==> src/hdl/gyro_serial_frame_parser_assert.svh <==
// Assertion macros for the gyro frame parser RTL.
`ifndef GYRO_SERIAL_FRAME_PARSER_ASSERT_SVH
`define GYRO_SERIAL_FRAME_PARSER_ASSERT_SVH

// Same-cycle implication, disabled while reset is high.
`define GSFP_ASSERT_IMPL(label, clk, rst, ante, cons) \
   label: assert property (@(posedge clk) disable iff (rst) (ante) |-> (cons)) \
      else $error("gsfp: same-cycle check failed");

// Next-cycle implication, disabled while reset is high.
`define GSFP_ASSERT_NEXT(label, clk, rst, ante, cons) \
   label: assert property (@(posedge clk) disable iff (rst) (ante) |=> (cons)) \
      else $error("gsfp: next-cycle check failed");

`endif

==> src/hdl/gsfp_pkg.sv <==
// Types and constants of the gyro serial frame parser.
package gsfp_pkg;

   localparam int unsigned RX_W        = 8;
   localparam int unsigned GROUP_W     = 7;
   localparam int unsigned VALUE_W     = 32;
   localparam int unsigned COUNT_W     = 3;
   localparam int unsigned STORE_DEPTH = 5;
   localparam int unsigned TEMP_SHIFT  = 4;   // divide by 16
   localparam int unsigned TEMP_RAW_W  = 2 * GROUP_W;
   localparam int unsigned TEMP_VAL_W  = TEMP_RAW_W - TEMP_SHIFT;
   localparam int unsigned TOP_BITS    = VALUE_W - 4 * GROUP_W;  // bits kept of the fifth group

   localparam logic [RX_W-1:0]    SYNC_BYTE  = 8'h80;
   localparam logic [COUNT_W-1:0] RATE_BYTES = 3'd5;
   localparam logic [COUNT_W-1:0] TEMP_BYTES = 3'd2;

   typedef enum logic [1:0] {
      PH_IDLE = 2'd0,
      PH_RATE = 2'd1,
      PH_TEMP = 2'd2
   } phase_type;

   typedef enum logic {
      KIND_RATE = 1'b0,
      KIND_TEMP = 1'b1
   } kind_type;

   typedef struct packed {
      logic               valid;
      kind_type           kind;
      logic [VALUE_W-1:0] value;
   } result_type;

endpackage

==> src/hdl/gsfp_frame_fsm.sv <==
// Frame state machine: sync hunt, payload capture, check and word assembly.
module gsfp_frame_fsm (
   input  logic                      clock,
   input  logic                      reset,
   input  logic                      step,
   input  logic [gsfp_pkg::RX_W-1:0] rx_byte,
   output gsfp_pkg::result_type      result
);

   gsfp_pkg::phase_type               phase_ff, phase_in;
   logic [gsfp_pkg::COUNT_W-1:0]      count_ff, count_in;
   logic [gsfp_pkg::GROUP_W-1:0]      store_ff [gsfp_pkg::STORE_DEPTH];
   logic                              store_we;
   logic                              high_bit;
   logic                              rate_ok, temp_ok;
   logic [gsfp_pkg::TEMP_RAW_W-1:0]   temp_raw;

   assign high_bit = rx_byte[gsfp_pkg::RX_W-1];
   assign rate_ok  = (store_ff[0] ^ store_ff[1] ^ store_ff[2] ^ store_ff[3] ^ store_ff[4])
                     == rx_byte[gsfp_pkg::GROUP_W-1:0];
   assign temp_ok  = (store_ff[0] ^ store_ff[1]) == rx_byte[gsfp_pkg::GROUP_W-1:0];
   assign temp_raw = {store_ff[1], store_ff[0]};

   // next state
   always_comb begin
      phase_in = phase_ff;
      count_in = count_ff;
      unique case (phase_ff)
         gsfp_pkg::PH_IDLE: begin
            if (rx_byte == gsfp_pkg::SYNC_BYTE) begin
               phase_in = gsfp_pkg::PH_RATE;
               count_in = '0;
            end
         end
         gsfp_pkg::PH_RATE: begin
            if (high_bit) begin
               phase_in = gsfp_pkg::PH_IDLE;
            end else if (count_ff < gsfp_pkg::RATE_BYTES) begin
               count_in = count_ff + 1'b1;
            end else if (rate_ok) begin
               phase_in = gsfp_pkg::PH_TEMP;
               count_in = '0;
            end else begin
               phase_in = gsfp_pkg::PH_IDLE;
            end
         end
         gsfp_pkg::PH_TEMP: begin
            if (high_bit) begin
               phase_in = gsfp_pkg::PH_IDLE;
            end else if (count_ff < gsfp_pkg::TEMP_BYTES) begin
               count_in = count_ff + 1'b1;
            end else begin
               phase_in = gsfp_pkg::PH_IDLE;
               if (temp_ok) begin
                  count_in = '0;
               end
            end
         end
         default: begin
            phase_in = gsfp_pkg::PH_IDLE;
         end
      endcase
   end

   // outputs
   always_comb begin
      store_we     = 1'b0;
      result.valid = 1'b0;
      result.kind  = gsfp_pkg::KIND_RATE;
      result.value = {store_ff[4][gsfp_pkg::TOP_BITS-1:0], store_ff[3], store_ff[2],
                      store_ff[1], store_ff[0]};
      unique case (phase_ff)
         gsfp_pkg::PH_RATE: begin
            store_we     = !high_bit && (count_ff < gsfp_pkg::RATE_BYTES);
            result.valid = !high_bit && (count_ff >= gsfp_pkg::RATE_BYTES) && rate_ok;
         end
         gsfp_pkg::PH_TEMP: begin
            store_we     = !high_bit && (count_ff < gsfp_pkg::TEMP_BYTES);
            result.valid = !high_bit && (count_ff >= gsfp_pkg::TEMP_BYTES) && temp_ok;
            result.kind  = gsfp_pkg::KIND_TEMP;
            result.value = {{(gsfp_pkg::VALUE_W - gsfp_pkg::TEMP_VAL_W){1'b0}},
                            temp_raw[gsfp_pkg::TEMP_RAW_W-1:gsfp_pkg::TEMP_SHIFT]};
         end
         default: begin
            store_we = 1'b0;
         end
      endcase
   end

   always_ff @(posedge clock) begin
      if (reset) begin
         phase_ff <= gsfp_pkg::PH_IDLE;
         count_ff <= '0;
      end else if (step) begin
         phase_ff <= phase_in;
         count_ff <= count_in;
      end
   end

   // capture payload groups; entries are always rewritten before a check reads them
   always_ff @(posedge clock) begin
      if (step && store_we) begin
         store_ff[count_ff] <= rx_byte[gsfp_pkg::GROUP_W-1:0];
      end
   end

endmodule

==> src/hdl/gyro_serial_frame_parser.sv <==
// Top level of the gyro serial frame parser: input register, frame FSM, result register.
`include "gyro_serial_frame_parser_assert.svh"

// Parses the byte stream of a gyro sensor link, one received byte per transfer on the
// req_ channel. While idle the parser hunts for the sync byte 0x80; a rate frame follows
// as five 7-bit payload bytes and an XOR check byte, then a temperature frame as two
// 7-bit bytes and their XOR check. A passed rate frame gives a result with tuser = 0 and
// tdata = the 32-bit signed rate word (7-bit groups, least significant first, bits above
// 31 dropped). A passed temperature frame gives tuser = 1 and tdata = the 14-bit
// temperature divided by 16 (0..1023). Any byte with bit 7 set inside a frame, or a
// failed check, drops back to sync hunt without a result, and that byte is never taken
// as a new sync. Throughput is one byte per clock while rsp_tready stays high. A byte is
// registered on entry in the input register; its frame-state update and result assembly
// pass combinationally through the FSM into the result register, which drives
// rsp_tvalid. A result waiting in the result register holds the byte in the input
// register, whether or not that byte would give a result, so req_tready drops as soon
// as a result stalls with a byte held and stays low until the result transfers. No CSRs.
module gyro_serial_frame_parser (
   input  logic                         clock,
   input  logic                         reset,
   input  logic                         req_tvalid,
   output logic                         req_tready,
   input  logic [gsfp_pkg::RX_W-1:0]    req_tdata,   // [7:0] rx_byte
   output logic                         rsp_tvalid,
   input  logic                         rsp_tready,
   output logic [gsfp_pkg::VALUE_W-1:0] rsp_tdata,   // [31:0] frame_value (signed)
   output logic                         rsp_tuser    // [0] frame_kind
);

   // input register
   logic                          s1_valid_ff, s1_valid_in;
   logic [gsfp_pkg::RX_W-1:0]     s1_byte_ff;
   // result register
   logic                          rsp_valid_ff, rsp_valid_in;
   gsfp_pkg::kind_type            rsp_kind_ff;
   logic [gsfp_pkg::VALUE_W-1:0]  rsp_value_ff;

   logic                          req_xfer;
   logic                          advance;
   gsfp_pkg::result_type          result;
   logic                          byte_held;
   logic                          temp_in_range;

   // advance the held byte through the FSM when the result register is free or draining
   assign advance    = s1_valid_ff && (!rsp_valid_ff || rsp_tready);
   assign req_tready = !s1_valid_ff || advance;
   assign req_xfer   = req_tvalid && req_tready;

   gsfp_frame_fsm u_fsm (
      .clock   (clock),
      .reset   (reset),
      .step    (advance),
      .rx_byte (s1_byte_ff),
      .result  (result)
   );

   always_comb begin
      s1_valid_in = s1_valid_ff;
      if (req_xfer) begin
         s1_valid_in = 1'b1;
      end else if (advance) begin
         s1_valid_in = 1'b0;
      end
   end

   always_comb begin
      rsp_valid_in = rsp_valid_ff;
      if (advance) begin
         rsp_valid_in = result.valid;
      end else if (rsp_tready) begin
         rsp_valid_in = 1'b0;
      end
   end

   always_ff @(posedge clock) begin
      if (reset) begin
         s1_valid_ff  <= 1'b0;
         rsp_valid_ff <= 1'b0;
      end else begin
         s1_valid_ff  <= s1_valid_in;
         rsp_valid_ff <= rsp_valid_in;
      end
   end

   // payload registers: byte on transfer, result on FSM result; hold otherwise
   always_ff @(posedge clock) begin
      if (req_xfer) begin
         s1_byte_ff <= req_tdata;
      end
      if (advance && result.valid) begin
         rsp_kind_ff  <= result.kind;
         rsp_value_ff <= result.value;
      end
   end

   assign rsp_tvalid = rsp_valid_ff;
   assign rsp_tdata  = rsp_value_ff;
   assign rsp_tuser  = rsp_kind_ff;

   assign byte_held     = s1_valid_ff && !advance;
   assign temp_in_range = (rsp_kind_ff != gsfp_pkg::KIND_TEMP) ||
                          (rsp_value_ff[gsfp_pkg::VALUE_W-1:gsfp_pkg::TEMP_VAL_W] == '0);

   // a temperature result never exceeds the 10-bit range
   `GSFP_ASSERT_IMPL(a_temp_range, clock, reset, rsp_valid_ff, temp_in_range)
   // a byte that cannot advance stays in the input register unchanged
   `GSFP_ASSERT_NEXT(a_hold_byte, clock, reset, byte_held, s1_valid_ff && $stable(s1_byte_ff))
   // every result the FSM produces lands in the result register
   `GSFP_ASSERT_NEXT(a_result_load, clock, reset, advance && result.valid, rsp_valid_ff)

endmodule

==> config.mk <==
export PLATFORM = sky130hd
export DESIGN_NAME = gyro_serial_frame_parser
export DESIGN_NICKNAME = d
export VERILOG_FILES = /design/src/hdl/gsfp_pkg.sv /design/src/hdl/gsfp_frame_fsm.sv /design/src/hdl/gyro_serial_frame_parser.sv
export VERILOG_INCLUDE_DIRS = /design/src /design/src/hdl
export SDC_FILE = /design/constraint.sdc
export NUM_CORES = 1
export LEC_CHECK = 0
export ABC_AREA = 0
export BUFFER_PORTS_ARGS = -buffer_cell sky130_fd_sc_hd__buf_4
export CAP_MARGIN = 0
export CORE_MARGIN = 2
export CORE_UTILIZATION = 48
export DETAILED_ROUTE_END_ITERATION = 16
export PLACE_DENSITY_LB_ADDON = 0.08
export SETUP_SLACK_MARGIN = 0.4
export SYNTH_ARGS = -nofsm -noshare
export SYNTH_HDL_FRONTEND = slang
export SYNTH_HIERARCHICAL = 1
export SYNTH_SLANG_ARGS = --single-unit
==> constraint.sdc <==
create_clock -name clock -period 4.15 [get_ports clock]
set_clock_uncertainty 0.05 [all_clocks]
set_input_delay 1.245 -clock clock [delete_from_list [all_inputs] [get_ports clock]]
set_output_delay 1.245 -clock clock [all_outputs]
set_load 0.02 [all_outputs]
==> run summary, run 1 <==
WS Path Type: reg2reg
fin crit share: 0.754
antenna fix cells: 0
nets: 285
Slew HR: 0.431
vias in the first global route: 1,851
post-DR wirelength/cell: 16.1 um
clk slew on worst S/H paths: 0.08 ns
# hold bufs at CTS: 0
Req. time, crit path: 4.10 ns
Routed WL: 5.96 mm
Comb power frac: 0.017
Overall Global Routing Usage: 0.157
Largest stage delay, worst path: 0.51 ns
slowest library cell on the worst path: edfxtp_1
IO Count: 47
Synth area leaders: edfxtp_1, xnor3_1, nor2b_1, dfxtp_1, mux2_2
busiest grt layer: met2
switching power: 0.304 mW
vias: 1,843
worst flop-to-flop path startpoint: s1_byte_ff[6]
Initial Utilization: 0.494
Pint: 1.14 mW
post-CTS sizing: 0
pin count of the biggest net entering global routing: 34
grt total ovfl: 0
Critical Path End Type: flop
Critical Path Source: s1_byte_ff[6]
CP top delay family: simple AND/OR/NAND/NOR gates
status: complete, no violations
Post-CTS Setup Bufs: 0
Sw Ratio: 0.210
clock sinks: 83
startpoint class of the critical path: flop
pins over their slew limit: 0
Core Area: 7210 um^2
first-pass GRT wire length: 9.72 mm
Leak Pwr: 1.58 nW
site row count: 31
Buf/Inv on CP: 1
Worst Hold Class: reg2reg
RSZ-0062 raised after global routing: no
CTS tree: built
clock latency on the worst-skew pair: 0.35 ns
Crit path arrival time: 3.08 ns
synthesized area: 3560 um^2
share of power burned in registers: 0.637
Buffers on Ports: 46
DR pass1 iterations: 4
post-synthesis instance total: 211
endpoints failing setup: 0
Clock Power Share: 0.346
Avg Synthesized Cell Area: 16.9 um^2
synth unique cells: 40
maximum clock path buffer count: 2
Layout area overhead: 18.3%
Worst-Margin Slew: 0.853 ns
syn_nets: 229
Warnings, synthesis: 6
H-tree depth: 3
crit-path max FO: 33
die span in x: 90.2 um
post-synthesis sequential area ratio: 0.680
f_max: 319 MHz
GR Util met3: 0.0293
Yosys top cell by area: edfxtp_1
share of the synthesized area in the top cell type: 0.640
Via density: 4.97
Post-route DRC: 0
Worst Hold Launch: s1_valid_ff
post-synthesis register bit count: 83
PwrDens: 343 nW/um^2
WHS: 0.485 ns
Num CTS Buffers: 9
met1 GRT Util: 0.210
Fin. Hold Viols: 0
cell chain of the critical path: xnor3_1 -> xor2_1 -> or4_4 -> nor3_1 -> o211ai_1 -> a21boi_1 -> nand2_1 -> nor2b_2 -> buf_4
final core utilization: 0.584
Max-cap violations: 0
post-route ant nets: 0
worst IR drop on VDD: 0.181 mV
global placement routability congestion: 0.834
Die Y: 90.2 um
DP HPWL: 4.11 mm
Iteration-0 DRC Markers: 91
met2 Track Usage GR: 0.253
Clk Tree Root Cell: clkbuf_8
setup TNS: 0 ns
layout cells sized above 1: 0.305
post-layout min period: 3.13 ns
initial antenna violation count: 0
Die Area: 8130 um^2
-- metrics by stage --
step / power [mW] / instance area, um^2 / setup WS, ns / std cells
floorplan: 0.948 / 3570 / 0.789 / 211
global placement: 0.964 / 4050 / 1.07 / 355
detailed placement: 0.965 / 4050 / 1.01 / 355
CTS: 1.46 / 4210 / 0.991 / 371
global route: 1.50 / 4210 / 0.768 / 371
finish: 1.45 / 4210 / 1.02 / 371
-- path summary, 6_finish.rpt --
path	end	slack (ns)	depth (start not counted)
setup / recovery	rsp_tuser	1.02	9
hold / removal	s1_valid_ff	0.49	2
setup reg to reg	rsp_tuser	1.02	9
hold reg to reg	s1_valid_ff	0.49	2
-- cell usage after synthesis --
library cell,n
nor3_1,2
mux2i_1,3
o31ai_1,1
ha_1,6
xnor2_1,5
edfxtp_1,76
mux2_2,10
nand2_1,3
clkbuf_1,4
o211ai_1,3
nor4_1,1
and2_2,1
o21ai_0,2
nand3b_4,1
or3_1,1
a21boi_1,1
and2_1,3
or3b_2,1
o22ai_1,1
nor2_1,8
nor4b_1,1
o2111a_1,1
or4_1,1
xor3_1,1
xor2_1,2
or4b_2,1
or4_4,1
dfxtp_1,7
buf_1,1
o221ai_2,1
o2bb2ai_1,1
nand3b_1,2
or2_2,3
nand4_1,2
nor2b_1,24
xnor3_1,13
a21oi_1,3
o211a_1,1
inv_1,6
nand2b_1,6
-- worst register-to-register path, cell delays in order (launching register included) --
cell      delay, ns
edfxtp_1       0.51
xnor3_1        0.41
xor2_1         0.17
or4_4          0.50
nor3_1         0.27
o211ai_1       0.15
a21boi_1       0.15
nand2_1        0.09
nor2b_2        0.11
buf_4          0.36
-- routing by layer --
metal | part of all wire | vias to the layer above
li1 | - | 900
met1 | 0.47 | 898
met2 | 0.48 | 38
met3 | 0.030 | 7
met4 | 0.015 | 0
met5 | 0 | -
-- sequential cells by signal (all words and copies together) (netlist names) --
signal / count
rsp_tdata: 32
rsp_tuser: 1
rsp_tvalid: 1
s1_byte_ff: 8
s1_valid_ff: 1
u_fsm/count_ff: 3
u_fsm/phase_ff: 2
u_fsm/store_ff: 35
-- kinds of logic (layout without fill, tap and decap cells) --
logic type | after synthesis | count (layout) | synth area share
flip-flops | 83 | 83 | 0.680
buffers and inverters | 11 | 72 | 0.0116
adder cells (fa/ha/maj) | 6 | 6 | 0.0211
multiplexers | 13 | 13 | 0.0400
AO/OA/AOI/OAI | 15 | 15 | 0.0320
XOR/XNOR | 21 | 21 | 0.106
AND/OR/NAND/NOR | 62 | 62 | 0.110
-- area by class of cell --
type	instances	area, um^2
Clock inverter	6	40.0
Inverter	6	22.5
Clock buffer	10	128
Timing Repair Buffer	50	375
Tap cell	99	124
Fill cell	596	3000
Sequential cell	83	2420
Multi-Input combinational cell	117	1100
-- cells in the final DEF, fill, tap and decap left out, types with 2 or more instances in the layout --
cell        Yosys  layout
clkbuf_8        0       9
xor2_1          2       2
mux2i_1         3       3
buf_4           0      50
nor2_1          8       8
nand4_1         2       2
clkinv_1        0       2
ha_1            6       6
nor3_1          2       2
o21ai_0         2       2
o211ai_1        3       3
nand2_1         3       3
mux2_2         10      10
edfxtp_1       76      76
dfxtp_1         7       7
clkinvlp_4      0       2
and2_1          3       3
a21oi_1         3       3
xnor2_1         5       5
inv_1           6       6
nor2b_1        24      23
xnor3_1        13      13
nand3b_1        2       2
nand2b_1        6       6
or2_2           3       3
-- power by group through the flow --
stage	Sequential, mW	Combinational [mW]	Clock, mW
2_1_floorplan	0.935	0.0131	0
3_3_place_gp	0.940	0.0246	0
3_5_place_dp	0.940	0.0249	0
4_1_cts	0.921	0.0251	0.517
5_1_grt	0.922	0.0275	0.549
6_report	0.921	0.0247	0.500
No activity file was read; power rests on OpenSTA's default activity.
==> run 2: changes to the inputs <==
==> constraint.sdc (replaced) <==
create_clock -name clock -period 2.8 [get_ports clock]
set_clock_uncertainty 0.05 [all_clocks]
set_input_delay 0.84 -clock clock [delete_from_list [all_inputs] [get_ports clock]]
set_output_delay 0.84 -clock clock [all_outputs]
set_load 0.02 [all_outputs]
==> run summary, run 2 (synthesized netlist as in run 1, its figures left out) <==
Die Area: 8130 um^2 (unchanged)
Fin. Hold Viols: 0 (unchanged)
Initial Utilization: 0.494 (unchanged)
first-pass GRT wire length: 9.80 mm (+0.78%)
most frequent cells in the layout: edfxtp_1, buf_4, nor2b_1
violated checks: setup timing
H-tree depth: 3 (unchanged)
CTS tree: built
Req. time, crit path: 2.81 ns (-1.29 ns)
grt total ovfl: 0 (unchanged)
Buffers on Ports: 46 (unchanged)
Critical Path Source: u_fsm/store_ff[1][4]
die span in x: 90.2 um (unchanged)
DP HPWL: 4.51 mm (+9.8%)
clk slew on worst S/H paths: 0.08 ns (about the same)
vias in the first global route: 1,897 (+2.5%)
Layout area overhead: 24.2%
slowest library cell on the worst path: or4_4
Post-route DRC: 0 (unchanged)
Slew HR: 0.735 (+0.304)
site row count: 31 (unchanged)
Leak Pwr: 1.72 nW (+8.3%)
pin count of the biggest net entering global routing: 33 (-2.9%)
Num CTS Buffers: 9 (unchanged)
worst IR drop on VDD: 0.234 mV (+29%)
fin crit share: 1.02 (+0.264)
final worst slack: -0.0509 ns (-1.07 ns)
worst flop-to-flop path startpoint: u_fsm/store_ff[1][4]
Via density: 5.02 (+0.96%)
final core utilization: 0.613 (+0.0291)
post-DR wirelength/cell: 16.4 um (+1.9%)
initial antenna violation count: 0 (unchanged)
post-route insts no fill: 387 (+4.3%)
PwrDens: 516 nW/um^2 (+50%)
Die Y: 90.2 um (unchanged)
RSZ-0062 raised after global routing: yes
pins over their slew limit: 0 (unchanged)
endpoints failing setup: 27 (+27)
CP top delay family: simple AND/OR/NAND/NOR gates
clock sinks: 83 (unchanged)
post-route ant nets: 0 (unchanged)
Iteration-0 DRC Markers: 83 (-8.8%)
setup TNS: -1.25 ns (-1.25 ns)
nets: 301 (+5.6%)
layout cells sized above 1: 0.365 (+0.0594)
Overall Global Routing Usage: 0.163 (+0.00596)
antenna fix cells: 0 (unchanged)
Fillers: 595 (-0.17%)
status: finished, violations left
Buf/Inv on CP: 1 (unchanged)
f_max: 351 MHz (+9.8%)
DR pass1 iterations: 4 (unchanged)
Critical Path End Type: flop
Worst-Margin Slew: 0.393 ns (-0.460 ns)
maximum clock path buffer count: 2 (unchanged)
Placed Instances: 364 (+2.5%)
# hold bufs at CTS: 0 (unchanged)
Largest stage delay, worst path: 0.54 ns (+0.03 ns)
global placement routability congestion: 0.880 (+5.6%)
Crit path arrival time: 2.86 ns (-0.22 ns)
crit-path max FO: 27 (-18%)
commonest non-fill, non-tap cell in the layout: edfxtp_1
clock latency on the worst-skew pair: 0.35 ns (about the same)
WHS: 0.487 ns (+0.00152 ns)
dpl ws: -0.0574 ns (-1.07 ns)
Worst Hold Class: reg2reg
Core Area: 7210 um^2 (unchanged)
Clk Tree Root Cell: clkbuf_8
Worst Hold Launch: s1_valid_ff
WS Path Type: reg2reg
startpoint class of the critical path: flop
Routed WL: 6.34 mm (+6.3%)
Top reg by flops: u_fsm/store_ff
Max-cap violations: 0 (unchanged)
Largest register FFs: 35 (unchanged)
post-layout min period: 2.85 ns (-0.280 ns)
cell chain of the critical path: xnor3_1 -> xor2_1 -> or4_4 -> nor3_4 -> o211ai_1 -> a21boi_1 -> nand2_1 -> nor2b_4 -> buf_12
IO Count: 47 (unchanged)
vias: 1,941 (+5.3%)
[run 2: cell count changes in the layout (fill, tap and decap cells not counted), sizes merged]
cell / before / now
bufinv: 0 / 1
clkbuf: 10 / 9
clkinvlp: 2 / 1
inv: 7 / 8
buf: 50 / 66
[run 2: final timing paths]
| check | endpoint | slack (ns) | cells after the start |
|---|---|---|---|
| worst max-delay path | rsp_tdata[5] | -0.05 | 9 |
| worst min-delay path | s1_valid_ff | 0.49 | 2 |
| worst max register to register | rsp_tdata[5] | -0.05 | 9 |
| worst min register to register | s1_valid_ff | 0.49 | 2 |
[run 2: worst reg2reg max path, stage by stage (launching register included)]
cell      delay [ns]
edfxtp_1        0.41
xnor3_1         0.41
xor2_1          0.16
or4_4           0.54
nor3_4          0.20
o211ai_1        0.11
a21boi_1        0.17
nand2_1         0.12
nor2b_4         0.17
buf_12          0.19
[run 2: layer usage]
| layer | vias to the layer above | wire length, um | global-route usage |
|---|---|---|---|
| li1 | 932 | - | - |
| met3 | 11 | 397 | 0.0486 |
| met4 | 0 | 159 | 0.0897 |
| met1 | 926 | 2770 | 0.200 |
| met2 | 72 | 3010 | 0.259 |
| met5 | - | 0 | 0 |
[run 2: layout make-up]
class	count	area, um^2	area share
Sequential cell	83	2420	0.548
Inverter	6	22.5	0.00509
Timing Repair Buffer	66	524	0.118
Clock inverter	7	76.3	0.0173
Multi-Input combinational cell	117	1130	0.256
Tap cell	99	124	0.0280
Clock buffer	9	124	0.0280
[run 2: report_power, final]
part	switching (mW)	internal, mW	total (mW)
clock network	0.449	0.420	0.869
logic	0.0238	0.0284	0.0522
registers	0.0109	1.35	1.36
[run 2: timing repair]
| action | 4_1_cts | 5_1_grt |
|---|---|---|
| endpoints found under the hold margin | 0 | 0 |
| gates resized for setup | 2 | 1 |
| setup buffers | 4 | 3 |
| setup endpoints to repair | 34 | 37 |
| gates cloned | 0 | 0 |
[run 2: per-stage QoR]
step                      instance area, um^2  power (mW)
final                                    4420        2.28
after global routing                     4420        2.35
after CTS                                4400        2.30
after detailed placement                 4160        1.44
after global placement                   4160        1.44
after floorplan                          3590        1.40
==> run 3: changes to the inputs <==
--- a/config.mk
+++ b/config.mk
@@ -11,6 +11,7 @@
 export CAP_MARGIN = 0
 export CORE_MARGIN = 2
 export CORE_UTILIZATION = 48
+export CTS_BUF_LIST = sky130_fd_sc_hd__clkbuf_2
 export DETAILED_ROUTE_END_ITERATION = 16
 export PLACE_DENSITY_LB_ADDON = 0.08
 export SETUP_SLACK_MARGIN = 0.4
==> run summary, run 3 (synthesized netlist as in run 1, its figures left out) <==
crit-path max FO: 7 (-74%)
endpoints failing setup: 33 (+22%)
setup TNS: -2.08 ns (-0.826 ns)
clock sinks: 83 (unchanged)
Max-cap violations: 0 (unchanged)
Overall Global Routing Usage: 0.161 (-0.00189)
Post-route DRC: 0 (unchanged)
reg2reg path depth: 10 (+1)
met1 GRT Util: 0.202 (+0.00263)
Fin. Hold Viols: 0 (unchanged)
PwrDens: 460 nW/um^2 (-11%)
Layout area overhead: 25.3%
Comb power frac: 0.026 (+0.003)
Via density: 5.05 (+0.70%)
initial antenna violation count: 0 (unchanged)
Clk Tree Root Cell: clkbuf_2
vias in the first global route: 1,897 (unchanged)
maximum clock path buffer count: 2 (unchanged)
post-layout min period: 2.89 ns (+0.0377 ns)
most frequent cells in the layout: edfxtp_1, buf_4, nor2b_1
Critical Path Source: u_fsm/store_ff[1][4]
Worst Hold Class: in2reg
Sw Ratio: 0.223 (+0.0113)
Critical Path End Type: flop
violated checks: setup timing
pin count of the biggest net entering global routing: 33 (unchanged)
Die Area: 8130 um^2 (unchanged)
Pint: 1.59 mW (-11%)
GR Util met3: 0.0335 (-0.0151)
final worst slack: -0.0886 ns (-0.0377 ns)
switching power: 0.459 mW (-5.3%)
Num CTS Buffers: 9 (unchanged)
Crit path arrival time: 3.10 ns (+0.24 ns)
Slew HR: 0.738 (+0.00217)
Buffers on Ports: 46 (unchanged)
Initial Utilization: 0.494 (unchanged)
IO Count: 47 (unchanged)
busiest grt layer: met2
Core Area: 7210 um^2 (unchanged)
H-tree depth: 3 (unchanged)
die span in x: 90.2 um (unchanged)
nets: 310 (+3.0%)
Top reg by flops: u_fsm/store_ff
Placed Instances: 364 (unchanged)
post-DR wirelength/cell: 16.8 um (+2.5%)
Leak Pwr: 1.75 nW (+1.9%)
global placement routability congestion: 0.880 (unchanged)
Fillers: 584 (-1.8%)
Largest register FFs: 35 (unchanged)
worst flop-to-flop path startpoint: u_fsm/store_ff[1][4]
pins over their slew limit: 0 (unchanged)
Worst R2R End: rsp_tdata[29]
Die Y: 90.2 um (unchanged)
met2 Track Usage GR: 0.263 (+0.00376)
Clock Power Share: 0.311 (-0.070)
RSZ-0062 raised after global routing: yes
fin crit share: 1.03 (+0.0135)
vias: 2,000 (+3.0%)
Routed WL: 6.65 mm (+4.9%)
DR pass1 iterations: 4 (unchanged)
commonest non-fill, non-tap cell in the layout: edfxtp_1
layout cells sized above 1: 0.384 (+0.0193)
CTS tree: built
clk slew on worst S/H paths: 0.22 ns (+0.14 ns)
post-route ant nets: 0 (unchanged)
CP endpoint: rsp_tdata[29]
worst IR drop on VDD: 0.257 mV (+10%)
Iteration-0 DRC Markers: 126 (+52%)
Worst-Margin Slew: 0.390 ns (-0.00322 ns)
f_max: 346 MHz (-1.3%)
first-pass GRT wire length: 9.78 mm (-0.21%)
startpoint class of the critical path: flop
share of power burned in registers: 0.663 (+0.067)
status: finished, violations left
# hold bufs at CTS: 0 (unchanged)
antenna fix cells: 0 (unchanged)
DP HPWL: 4.51 mm (unchanged)
reg2reg setup slack: -0.09 ns (-0.04 ns)
grt total ovfl: 0 (unchanged)
Req. time, crit path: 3.01 ns (+0.20 ns)
clock latency on the worst-skew pair: 0.52 ns (+0.17 ns)
WS Path Type: reg2reg
post-route insts no fill: 396 (+2.3%)
WHS: 0.441 ns (-0.0452 ns)
site row count: 31 (unchanged)
## run 3: cell types whose count changed in the layout (fill, tap and decap cells not counted)
cell       delta
buf_6         +1
buf_12        +1
clkbuf_16     +2
clkbuf_8      -9
clkbuf_2      +9
buf_4         +5
## run 3: power by group through the flow
| stage | clock network, mW | logic [mW] | registers [mW] |
|---|---|---|---|
| 2_1_floorplan | 0 | 0.0187 | 1.39 |
| 3_3_place_gp | 0 | 0.0477 | 1.39 |
| 3_5_place_dp | 0 | 0.0482 | 1.39 |
| 4_1_cts | 0.657 | 0.0496 | 1.36 |
| 5_1_grt | 0.702 | 0.0571 | 1.36 |
| 6_report | 0.638 | 0.0526 | 1.36 |
## run 3: stage by stage
step	setup WS, ns	total power, mW	util	area (um^2)
2_1_floorplan	-0.138	1.40	-	3590
3_3_place_gp	0.00937	1.44	0.577	4160
3_5_place_dp	-0.0574	1.44	0.577	4160
4_1_cts	-0.0673	2.07	0.600	4330
5_1_grt	-0.227	2.12	0.619	4460
6_report	-0.0886	2.05	0.619	4460
## run 3: worst min path at each step
stage	startpoint	end	slack [ns]	cells after the start
after floorplan	u_fsm/phase_ff[1]	u_fsm/phase_ff[1]	0.46	2
after global placement	s1_valid_ff	s1_valid_ff	0.48	2
after detailed placement	s1_valid_ff	s1_valid_ff	0.48	2
after CTS	req_tdata[1]	s1_byte_ff[1]	0.40	1
after global routing	req_tdata[5]	s1_byte_ff[5]	0.38	1
final	req_tdata[0]	s1_byte_ff[0]	0.44	1
## run 3: final cells by class
type | instances | area [um^2] | share of cell area
flip-flops and latches | 83 | 2420 | 0.543
multi-input cells | 117 | 1130 | 0.253
repair buffers | 75 | 643 | 0.144
well taps | 99 | 124 | 0.0277
clock inverters | 7 | 76.3 | 0.0171
clock buffers | 9 | 45.0 | 0.0101
inverters | 6 | 22.5 | 0.00504
## run 3: worst max-delay path, stage by stage, from the launching register on
cell and delay [ns]:
edfxtp_1 0.47, xnor3_1 0.43, xor2_1 0.16, or4_4 0.54
nor3_4 0.14, o211ai_1 0.11, a21boi_1 0.19, nand2_1 0.12
nor2b_4 0.14, buf_12 0.14, clkbuf_16 0.15
## run 3: what timing repair did
item,in CTS,in global routing
cloned,0,3
setup buffers,5,8
endpoints found under the setup margin,34,37
gates resized for setup,2,1
pin swaps,0,4
## run 3: per-layer routing
layer	part of all wire	up-vias	routed length (um)
met3	0.057	7	381
met4	0.013	0	86
met2	0.50	69	3330
li1	-	947	-
met5	0	-	0
met1	0.43	977	2850
